`src/hw/rtl/htp_ram.sv`:
```
// Generic single-write, single-read RAM with registered read data.
// No dependencies.
`default_nettype none
module htp_ram #(
   parameter int WIDTH = 8,
   parameter int DEPTH = 16
) (
   input  wire logic                     clock,
   input  wire logic                     wr_en,
   input  wire logic [$clog2(DEPTH)-1:0] wr_addr,
   input  wire logic [WIDTH-1:0]         wr_data,
   input  wire logic                     rd_en,
   input  wire logic [$clog2(DEPTH)-1:0] rd_addr,
   output logic      [WIDTH-1:0]         rd_data
);

   logic [WIDTH-1:0] mem_ff [DEPTH];
   logic [WIDTH-1:0] rd_data_ff;

   always_ff @(posedge clock) begin
      if (wr_en) begin
         mem_ff[wr_addr] <= wr_data;
      end
      if (rd_en) begin
         rd_data_ff <= mem_ff[rd_addr];
      end
   end

   assign rd_data = rd_data_ff;

endmodule
`default_nettype wire

```
`config.mk`:
```
export PLATFORM = sky130hd
export DESIGN_NAME = htp_ram
export DESIGN_NICKNAME = d
export VERILOG_FILES = /design/src/hw/rtl/htp_ram.sv
export SDC_FILE = /design/constraint.sdc
export NUM_CORES = 1
export LEC_CHECK = 0
export ABC_CLOCK_PERIOD_IN_PS = 2200
export BUFFER_PORTS_ARGS = -buffer_cell sky130_fd_sc_hd__buf_2
export CORE_UTILIZATION = 35
export DETAILED_ROUTE_END_ITERATION = 12
export HOLD_SLACK_MARGIN = 0.15
export SYNTH_ARGS = -nofsm -noshare
export SYNTH_HDL_FRONTEND = slang
export SYNTH_SLANG_ARGS = --single-unit
```
`constraint.sdc`:
```
create_clock -name clock -period 2.2 [get_ports clock]
set_input_delay 0.33 -clock clock [delete_from_list [all_inputs] [get_ports clock]]
set_output_delay 0.33 -clock clock [all_outputs]
set_load 0.01 [all_outputs]
```
==> flow_metrics.py <==
metrics = {
    "setup_path": {
        "critPathKind": "input pin to flip-flop",
        "slowest_stage": "mux4_1",
        "critical_path.cell_chain": "buf_2 > buf_4 > mux4_1 > a22oi_1 > nand2_1",
        "critical_path_arrival_ns": 1.74,
        "worstPathMaxFanout": 12,
        "worstSetupStartpointType": "input pin",
        "cpPeakStageDelay_ns": 0.57,
        "critPathCaptureType": "flip-flop",
        "critPathRequiredTime_ns": 2.36,
    },
    "timing": {
        "rsz0062_at_grt": "no",
        "worst_slew_pin_tran_ns": 0.419,
        "finalMaxSlewViolations": 0,
        "finalCriticalPeriod_ns": 1.57,
        "hold_viol": 0,
        "setup_viol_count_final": 0,
        "slew_headroom_pct": 72.0,
        "worst_clock_skew_ns": 0.00848,
        "maxClockFrequency_mhz": 635,
        "fin_crit_sh_pct": 71.6,
        "tns_ns": 0,
    },
    "clock_tree": {
        "cts.clk_slew.worst_paths_ns": 0.06,
        "cts_num_sinks": 136,
        "clk-insertion-delay-late_ns": 0.41,
        "clockBufferDepth": 2,
        "cts_setup_buffers": 0,
        "cts_root_buf": "clkbuf_16",
        "tritoncts": "yes",
        "post_cts.resized_instances": 0,
        "tritoncts.num_buffers": 17,
        "htree_levels": 4,
        "hold_buffers": 0,
    },
    "detailed_routing": {
        "detailedRoute.firstIterationViolations": 229,
        "viasPerCell": 5.10,
        "routed_wire_length_per_instance_um": 21.5,
        "antenna_left": 0,
        "drc": 0,
        "detailroute.via_count": 2472,
        "dr.pass1.iters": 4,
        "drt-total-wl_um": 10400,
    },
    "synthesis": {
        "syn-instance-count": 229,
        "synth-warning-count": 0,
        "synth.avg_cell_area_um2": 22.8,
        "postSynthRegisterBits": 136,
        "synth_seq_area_share_pct": 78.1,
        "synthesis.area_um2": 5230,
        "mappedNetlistNets": 248,
        "synth_cell_type_count": 18,
    },
    "placed_design": {
        "hpwl_um": 6790,
        "gp_congestion": 0.696,
        "place.port_buffers": 26,
    },
    "final_layout": {
        "synthToLayoutAreaGrowth_pct": 19.8,
        "finish.net_count": 307,
        "insertedDiodeCount": 0,
        "final_core_utilization_pct": 43.1,
        "post_route_cells_drive_above_1_share_pct": 31.6,
    },
    "pwr": {
        "power.density_cell_area_nw_per_um2": 934,
        "peakVddDrop_mv": 0.546,
        "p_leak_nw": 2.12,
    },
    "die": {
        "die_footprint_um2": 15400,
        "die_h_um": 124,
        "placement_rows": 44,
        "initial_standard_cell_utilization_of_the_core_pct": 36.0,
        "io_count": 27,
        "fp.coreArea_um2": 14500,
        "die_width_um": 124,
    },
    "grt": {
        "grt_util_all_layers_pct": 14.7,
        "total_global_routing_overflow": 0,
        "grt_pass1_wl_um": 16300,
        "grt_pass1_vias": 2611,
        "grt_start_max_net_pins": 33,
        "grt_antenna_before_repair": 1,
    },
    "status": {
        "outcome": "completed",
    },
    "worst_hold_path": {
        "min_path_type": "input pin to flip-flop",
    },
    "run": {
        "cap_viol_max_count": 0,
    },
}
-- cell families after synthesis --
group | count (synthesis) | synth area share, %
and+or+nand+nor | 35 | 3.14
muxes | 32 | 14.8
DFF | 136 | 78.1
AOI/OAI and AO/OA | 16 | 2.30
buffers and inverters | 10 | 1.65
-- cell type report --
class	count	area [um^2]
clock buffers	20	437
clock inverters	12	109
fillers	1295	8270
multi-input cells	83	1060
flip-flops and latches	136	4080
well taps	184	230
repair buffers	50	348
-- state kept, by name (all words and copies together), names as in the netlist --
name,cells
rd_data,8
mem_ff,128
-- metal layers --
| layer | vias up | routed length [um] | global-route usage [%] |
|---|---|---|---|
| met4 | 0 | 63 | 4.18 |
| met3 | 7 | 453 | 4.74 |
| met2 | 62 | 4940 | 21.9 |
| met5 | - | 0 | 0 |
| met1 | 1309 | 4980 | 20.5 |
| li1 | 1094 | - | - |
-- synth_stat cells, drive strengths merged --
cell,instances,area share (%)
nand2,9,0.65
edfxtp,136,78
nor2,13,0.93
or3b,1,0.17
a22oi,16,2.3
nor2b,1,0.12
nand3,1,0.096
buf,7,1.1
nor3,4,0.38
mux4,32,15
and2b,1,0.14
clkdlybuf4s25,3,0.57
nand3b,2,0.29
nand2b,2,0.24
and2,1,0.12
-- final timing paths --
kind / startpoint / slack, ns / to / cells after the start
min: rd_en / 0.28 / rd_data[6] / 1
min reg2reg: mem_ff[11][2] / 0.75 / rd_data[2] / 3
max: rd_addr[0] / 0.63 / rd_data[1] / 5
max reg2reg: mem_ff[4][6] / 0.71 / rd_data[6] / 3
-- cells in the final DEF, fill, tap and decap left out --
cell        instances
edfxtp_1          136
or3b_2              1
and2b_1             1
nor2_1             13
clkinv_1            3
nand2b_1            2
clkbuf_1            3
nand3_1             1
bufinv_16           2
clkbuf_16          17
a22oi_1            16
mux4_2             18
nand3b_1            2
and2_1              1
clkinv_2            6
buf_4              21
buf_2              26
buf_12              3
nor2b_1             1
mux4_1             14
nor3_1              4
clkinvlp_4          1
nand2_1             9
-- report_power, final --
group / internal (mW) / leakage (nW) / total, mW / switching [mW]
registers: 2.92 / 1.24 / 2.94 / 0.0146
logic: 0.122 / 0.613 / 0.282 / 0.160
clock network: 1.64 / 0.270 / 2.63 / 0.993
-- per-stage QoR --
| step | hold slack [ns] | power (mW) | cells | area [um^2] | setup WS (ns) |
|---|---|---|---|---|---|
| 3_5_place_dp | 0.701 | 3.28 | 453 | 5720 | 0.175 |
| 4_1_cts | 0.269 | 5.88 | 485 | 6260 | 0.603 |
| 6_report | 0.281 | 5.85 | 485 | 6260 | 0.625 |
| 2_1_floorplan | 0.429 | 3.14 | 229 | 5230 | 0.377 |
| 5_1_grt | 0.270 | 6.03 | 485 | 6260 | 0.490 |
| 3_3_place_gp | 0.714 | 3.27 | 453 | 5720 | 0.168 |
-- critical path, delay by kind of cell --
kind | cells | cell delay (ns)
and+or+nand+nor | 1 | 0.08
buffers and inverters | 2 | 0.49
muxes | 1 | 0.57
AOI/OAI and AO/OA | 1 | 0.25
Power figures use the tool's default switching activity.
