`src/hw/rtl/htp_pkg.sv`:
```
// Package for the hash table triangular probe unit: sizes, codes, types and helpers.
// No dependencies; imported by htp_mod, the top unit and the testbench.
`default_nettype none
package htp_pkg;

   localparam int CAPACITY  = 64;
   localparam int KEY_BYTES = 8;

   localparam int KEY_W   = 64;
   localparam int PHONE_W = 64;
   localparam int SLOT_W  = 6;
   localparam int SIZE_W  = 7;
   localparam int STAT_W  = 2;

   localparam int IDX_W  = $clog2(CAPACITY);
   localparam int CNT_W  = $clog2(CAPACITY + 1);
   localparam int SUM_W  = $clog2(KEY_BYTES * 255 + 1);
   localparam int STEP_W = $clog2(SUM_W + 1);

   localparam int ENTRY_W = KEY_W + PHONE_W;

   localparam int CSR_DATA_W = 32;
   localparam int CSR_ADDR_W = 3;

   localparam logic CSR_SEL_TABLE_SIZE = 1'b0;

   localparam logic [SIZE_W-1:0] TABLE_SIZE_RESET = SIZE_W'(64);

   localparam logic REQ_INSERT = 1'b0;
   localparam logic REQ_LOOKUP = 1'b1;

   localparam logic [STAT_W-1:0] ST_INSERTED  = 2'd0;
   localparam logic [STAT_W-1:0] ST_FULL      = 2'd1;
   localparam logic [STAT_W-1:0] ST_FOUND     = 2'd2;
   localparam logic [STAT_W-1:0] ST_NOT_FOUND = 2'd3;

   typedef struct packed {
      logic             done;
      logic [IDX_W-1:0] rem;
   } htp_mod_rsp_type;

   function automatic logic [KEY_W-1:0] key_mask();
      logic [KEY_W-1:0] m;
      m = '0;
      for (int i = 0; i < KEY_BYTES && i < KEY_W / 8; i++) begin
         m[8*i +: 8] = 8'hFF;
      end
      return m;
   endfunction

   function automatic logic [SUM_W-1:0] byte_sum(input logic [KEY_W-1:0] key);
      logic [SUM_W-1:0] s;
      s = '0;
      for (int i = 0; i < KEY_BYTES && i < KEY_W / 8; i++) begin
         s = s + SUM_W'(key[8*i +: 8]);
      end
      return s;
   endfunction

endpackage
`default_nettype wire

```
`src/hw/rtl/htp_mod.sv`:
```
// Bit-serial restoring remainder unit: byte sum modulo active table size.
// Depends on htp_pkg.
`default_nettype none
module htp_mod
   import htp_pkg::*;
(
   input  wire logic             clock,
   input  wire logic             reset,
   input  wire logic             start,
   input  wire logic [SUM_W-1:0] dividend,
   input  wire logic [CNT_W-1:0] divisor,
   output htp_mod_rsp_type       result
);

   typedef enum logic {
      MOD_IDLE,
      MOD_RUN
   } mod_state_type;

   mod_state_type     state_ff, state_in;
   logic [SUM_W-1:0]  dvd_ff, dvd_in;
   logic [CNT_W-1:0]  div_ff, div_in;
   logic [CNT_W-1:0]  rem_ff, rem_in;
   logic [STEP_W-1:0] step_ff, step_in;
   logic              done_ff, done_in;
   logic [CNT_W:0]    trial;

   always_comb begin
      state_in = state_ff;
      dvd_in   = dvd_ff;
      div_in   = div_ff;
      rem_in   = rem_ff;
      step_in  = step_ff;
      done_in  = 1'b0;
      trial    = {rem_ff, dvd_ff[SUM_W-1]};
      case (state_ff)
         MOD_IDLE: begin
            if (start) begin
               dvd_in   = dividend;
               div_in   = divisor;
               rem_in   = '0;
               step_in  = '0;
               state_in = MOD_RUN;
            end
         end
         MOD_RUN: begin
            dvd_in = {dvd_ff[SUM_W-2:0], 1'b0};
            if (trial >= {1'b0, div_ff}) begin
               rem_in = CNT_W'(trial - {1'b0, div_ff});
            end else begin
               rem_in = CNT_W'(trial);
            end
            step_in = step_ff + 1'b1;
            if (step_ff == STEP_W'(SUM_W - 1)) begin
               done_in  = 1'b1;
               state_in = MOD_IDLE;
            end
         end
         default: begin
            state_in = MOD_IDLE;
         end
      endcase
   end

   always_ff @(posedge clock) begin
      if (reset) begin
         state_ff <= MOD_IDLE;
         done_ff  <= 1'b0;
      end else begin
         state_ff <= state_in;
         done_ff  <= done_in;
      end
      dvd_ff  <= dvd_in;
      div_ff  <= div_in;
      rem_ff  <= rem_in;
      step_ff <= step_in;
   end

   assign result.done = done_ff;
   assign result.rem  = IDX_W'(rem_ff);

endmodule
`default_nettype wire

```
`config.mk`:
```
export PLATFORM = sky130hd
export DESIGN_NAME = htp_mod
export DESIGN_NICKNAME = d
export VERILOG_FILES = /design/src/hw/rtl/htp_pkg.sv /design/src/hw/rtl/htp_mod.sv
export SDC_FILE = /design/constraint.sdc
export NUM_CORES = 1
export LEC_CHECK = 0
export BUFFER_PORTS_ARGS = -buffer_cell sky130_fd_sc_hd__clkbuf_2
export CAP_MARGIN = 20
export CORE_ASPECT_RATIO = 0.8
export CORE_MARGIN = 2
export CORE_UTILIZATION = 35
export CTS_CLUSTER_SIZE = 8
export DETAILED_ROUTE_END_ITERATION = 16
export GPL_TIMING_DRIVEN = 0
export MAX_ROUTING_LAYER = met4
export PLACE_DENSITY = 0.53
export SYNTH_ARGS = -nofsm -noshare
export SYNTH_HDL_FRONTEND = slang
export SYNTH_SLANG_ARGS = --single-unit
export TNS_END_PERCENT = 20
```
`constraint.sdc`:
```
create_clock -name clock -period 6 [get_ports clock]
set_input_delay 0.3 -clock clock [delete_from_list [all_inputs] [get_ports clock]]
set_output_delay 0.3 -clock clock [all_outputs]
set_load 0.1 [all_outputs]
```
==> flow_summary_export.csv <==
group,metric,value,unit
sta,timing.slew.headroom,43.4,%
setup_path,crit_buf_inv,2,
floorplan,fp.dieW,81.9,um
setup_path,timing.rr.end,"rem_ff[0]",
yosys,netlist_instances,140,
clocking,cts.sinks,31,
setup_path,worstSetupStartpointType,"flop",
clocking,cts.repair.resized,0,
yosys,ys_top_cells_by_area,"edfxtp_1 (51%), ha_1 (6.6%), mux2_1 (3.3%)",
global_routing,grt_pass1_wl,5.22,mm
yosys,ys_types,40,
clocking,htree_levels,2,
setup_path,path_class,"flop to flop",
yosys,async_flop_share,0,%
clocking,clock_latency,280,ps
yosys,syn_area,1700,sq um
sta,drv_slew,0,
cells_and_area,area_delta_synth_final,18.5,%
routing,first_iter_violations,40,
setup_path,r2r-start,"dvd_ff[10]",
setup_path,rrSetupSlack,3670,ps
cells_and_area,fillers,458,
setup_path,path_common_cell,"inv_1",
clocking,path_clk_slew,70,ps
global_routing,grt.total_usage,13.4,%
setup_path,cp-endpoint,"rem_ff[0]",
routing,drt-vias-per-instance,4.83,
sta,worst_slack,3670,ps
routing,num_vias,1134,
placed_design,dp_slack,3700,ps
floorplan,die_height,66.3,um
yosys,yosys.area.top_type,"edfxtp_1",
cells_and_area,antenna_cells,0,
routing,firstDrtPassIters,4,
global_routing,antenna_found_initial,0,
setup_path,worstPathCellList,"inv_1 > ha_1 > inv_1 > fa_1 > a21o_1 > a21oi_4 > a31oi_4 > o311a_1",
yosys,synth.most_common_cell,"edfxtp_1",
yosys,synth-seq-area-share,53.6,%
sta,rsz0062_at_grt,"no",
setup_path,critPathArrivalTime,2360,ps
clocking,cts_root_buffer,"clkbuf_8",
job,maxCapViolations,0,
placed_design,port_buffers,27,
sta,hold_viol,0,
setup_path,cp_slowest_cell,"edfxtp_1",
power_and_ir_drop,p_leak,0.835,nW
setup_path,reg2reg_depth,8,
routing,final_antenna_net_count,0,
placed_design,place.gp.congestion,0.940,
setup_path,crit_family,"compound AO/OA/AOI/OAI gates",
global_routing,grt_max_degree,23,
floorplan,rows,22,
clocking,cts_buffers,5,
clocking,cts_hold_buf,0,
setup_path,critPathCaptureType,"flop",
setup_path,worst-path-stages,8,
clocking,cts_tree,"built",
sta,final-setup-viol-count,0,
yosys,synth_edf_count,29,
sta,finalCriticalPeriod,2330,ps
yosys,ys_ff_latch,31,
floorplan,core,4620,sq um
setup_path,slowest_delay,400,ps
clocking,cts_setup_buffers,0,
yosys,ys_top_cells_by_count,"edfxtp_1 (29), inv_1 (11), a21oi_1 (9), ha_1 (9)",
placed_design,dpl-instance-area,1910,sq um
routing,drc_errors,0,
power_and_ir_drop,irDropWorstVdd,0.000157,V
floorplan,start_util,36.7,%
floorplan,die_area,5430,sq um
cells_and_area,fin_nets,205,
power_and_ir_drop,power_density,327,nW/um^2
yosys,syn_avg_cell_area,12.1,sq um
sta,skew,9.47,ps
clocking,clockBufferDepth,2,
sta,totalNegativeSetupSlack,0,ps
yosys,yosysWarnings,0,
routing,post_drt_wl_per_cell,13.2,um
cells_and_area,drive_gt1_share,32.6,%
cells_and_area,utilization,43.5,%
setup_path,crit_required,6040,ps
global_routing,grt_pass1_vias,1158,
yosys,synth_top_area_share,51.3,%
placed_design,place_hpwl,2.41,mm
setup_path,startpoint,"dvd_ff[10]",
sta,worstMarginPinSlew,848,ps
setup_path,cp_max_fo,8,
floorplan,num_io_pins,28,
yosys,ys.flop_type,"edfxtp_1",
sta,clock.fmax,430,MHz
global_routing,grt.overflow.total,0,
outcome,status,"finished clean",
yosys,synth_fp_nets,171,
cells_and_area,fin_area,2010,sq um
sta,timing.final.crit_share,38.8,%
routing,drt-total-wl,3.11,mm
hold_path,hold_path.class,"input port to flop",
[registers in the layout, indices dropped and copies added (netlist names)]
register / flops
dvd_ff: 11
div_ff: 7
rem_ff: 7
step_ff: 4
done_ff: 1
state_ff: 1
[report_power, final]
group	internal, W	leakage (nW)	switching (W)
Sequential	0.000265	0.312	0.0000121
Combinational	0.0000719	0.473	0.000128
Clock	0.000104	0.0505	0.0000762
Total	0.000441	0.835	0.000217
[area by class of cell]
type | instances | area (sq um) | area share, %
buffer | 11 | 76.3 | 3.79
clock buffer | 7 | 96.3 | 4.79
sequential | 31 | 911 | 45.2
timing repair buffer | 27 | 135 | 6.71
clock inverter | 1 | 7.51 | 0.373
tap | 60 | 75.1 | 3.73
inverter | 14 | 52.6 | 2.61
multi-input combinational | 84 | 659 | 32.8
[worst reg2reg max path: stages (launching register included)]
cell	delay [ps]
edfxtp_1	400
inv_1	70
ha_1	170
inv_1	60
fa_1	400
a21o_1	210
a21oi_4	240
a31oi_4	180
o311a_1	360
[logic make-up (layout without fill, tap and decap cells)]
group | after synthesis | after routing | synth area share [%]
adders and majority gates | 10 | 10 | 7.81
muxes | 12 | 12 | 7.81
DFF | 31 | 31 | 53.6
AOI/OAI and AO/OA | 28 | 28 | 11.5
buffers and inverters | 25 | 60 | 7.58
xor gates and xnor gates | 4 | 4 | 2.06
and+or+nand+nor | 30 | 30 | 9.65
[stage by stage]
stage | total power, W | hold slack (ps) | instances
final | 0.000658 | 187 | 235
after floorplan | 0.000440 | 372 | 140
after CTS | 0.000665 | 180 | 235
after detailed placement | 0.000481 | 479 | 227
after global routing | 0.000695 | 177 | 235
after global placement | 0.000475 | 478 | 227
[layout by cell type (no fill, tap or decap), drive strengths merged]
master,count
and4b,1
mux2,10
clkbuf,36
clkinvlp,1
xor2,2
edfxtp,29
or3,2
a21oi,10
a31oi,2
nor3b,2
o21a,2
o311a,1
xnor2,2
nor2,7
o311ai,1
ha,9
fa,1
buf,9
or2,1
o22ai,2
nand2,1
a31o,1
nor2b,4
o21ai,7
nand3,7
nand4,1
o31a,1
or4,1
dfxtp,2
inv,14
a21o,1
mux2i,2
nor3,3
[metal layers]
layer	GRT usage (%)	vias up	wire length (um)	part of all wire (%)
li1	-	572	-	-
met1	16.5	531	1490	48
met2	20.1	24	1440	46
met3	4.23	7	123	4.0
met4	6.04	0	61	2.0
met5	-	-	0	0
[worst min path at each step]
stage                          start   endpoint  slack [ps]  depth (start not counted)
after floorplan                reset    done_ff         370                          1
after detailed placement  divisor[5]  div_ff[5]         480                          1
after CTS                 divisor[5]  div_ff[5]         180                          1
after global routing      divisor[2]  div_ff[2]         180                          1
after global placement    divisor[4]  div_ff[4]         480                          1
final                     divisor[2]  div_ff[2]         190                          1
No activity file was read; power rests on OpenSTA's default activity.
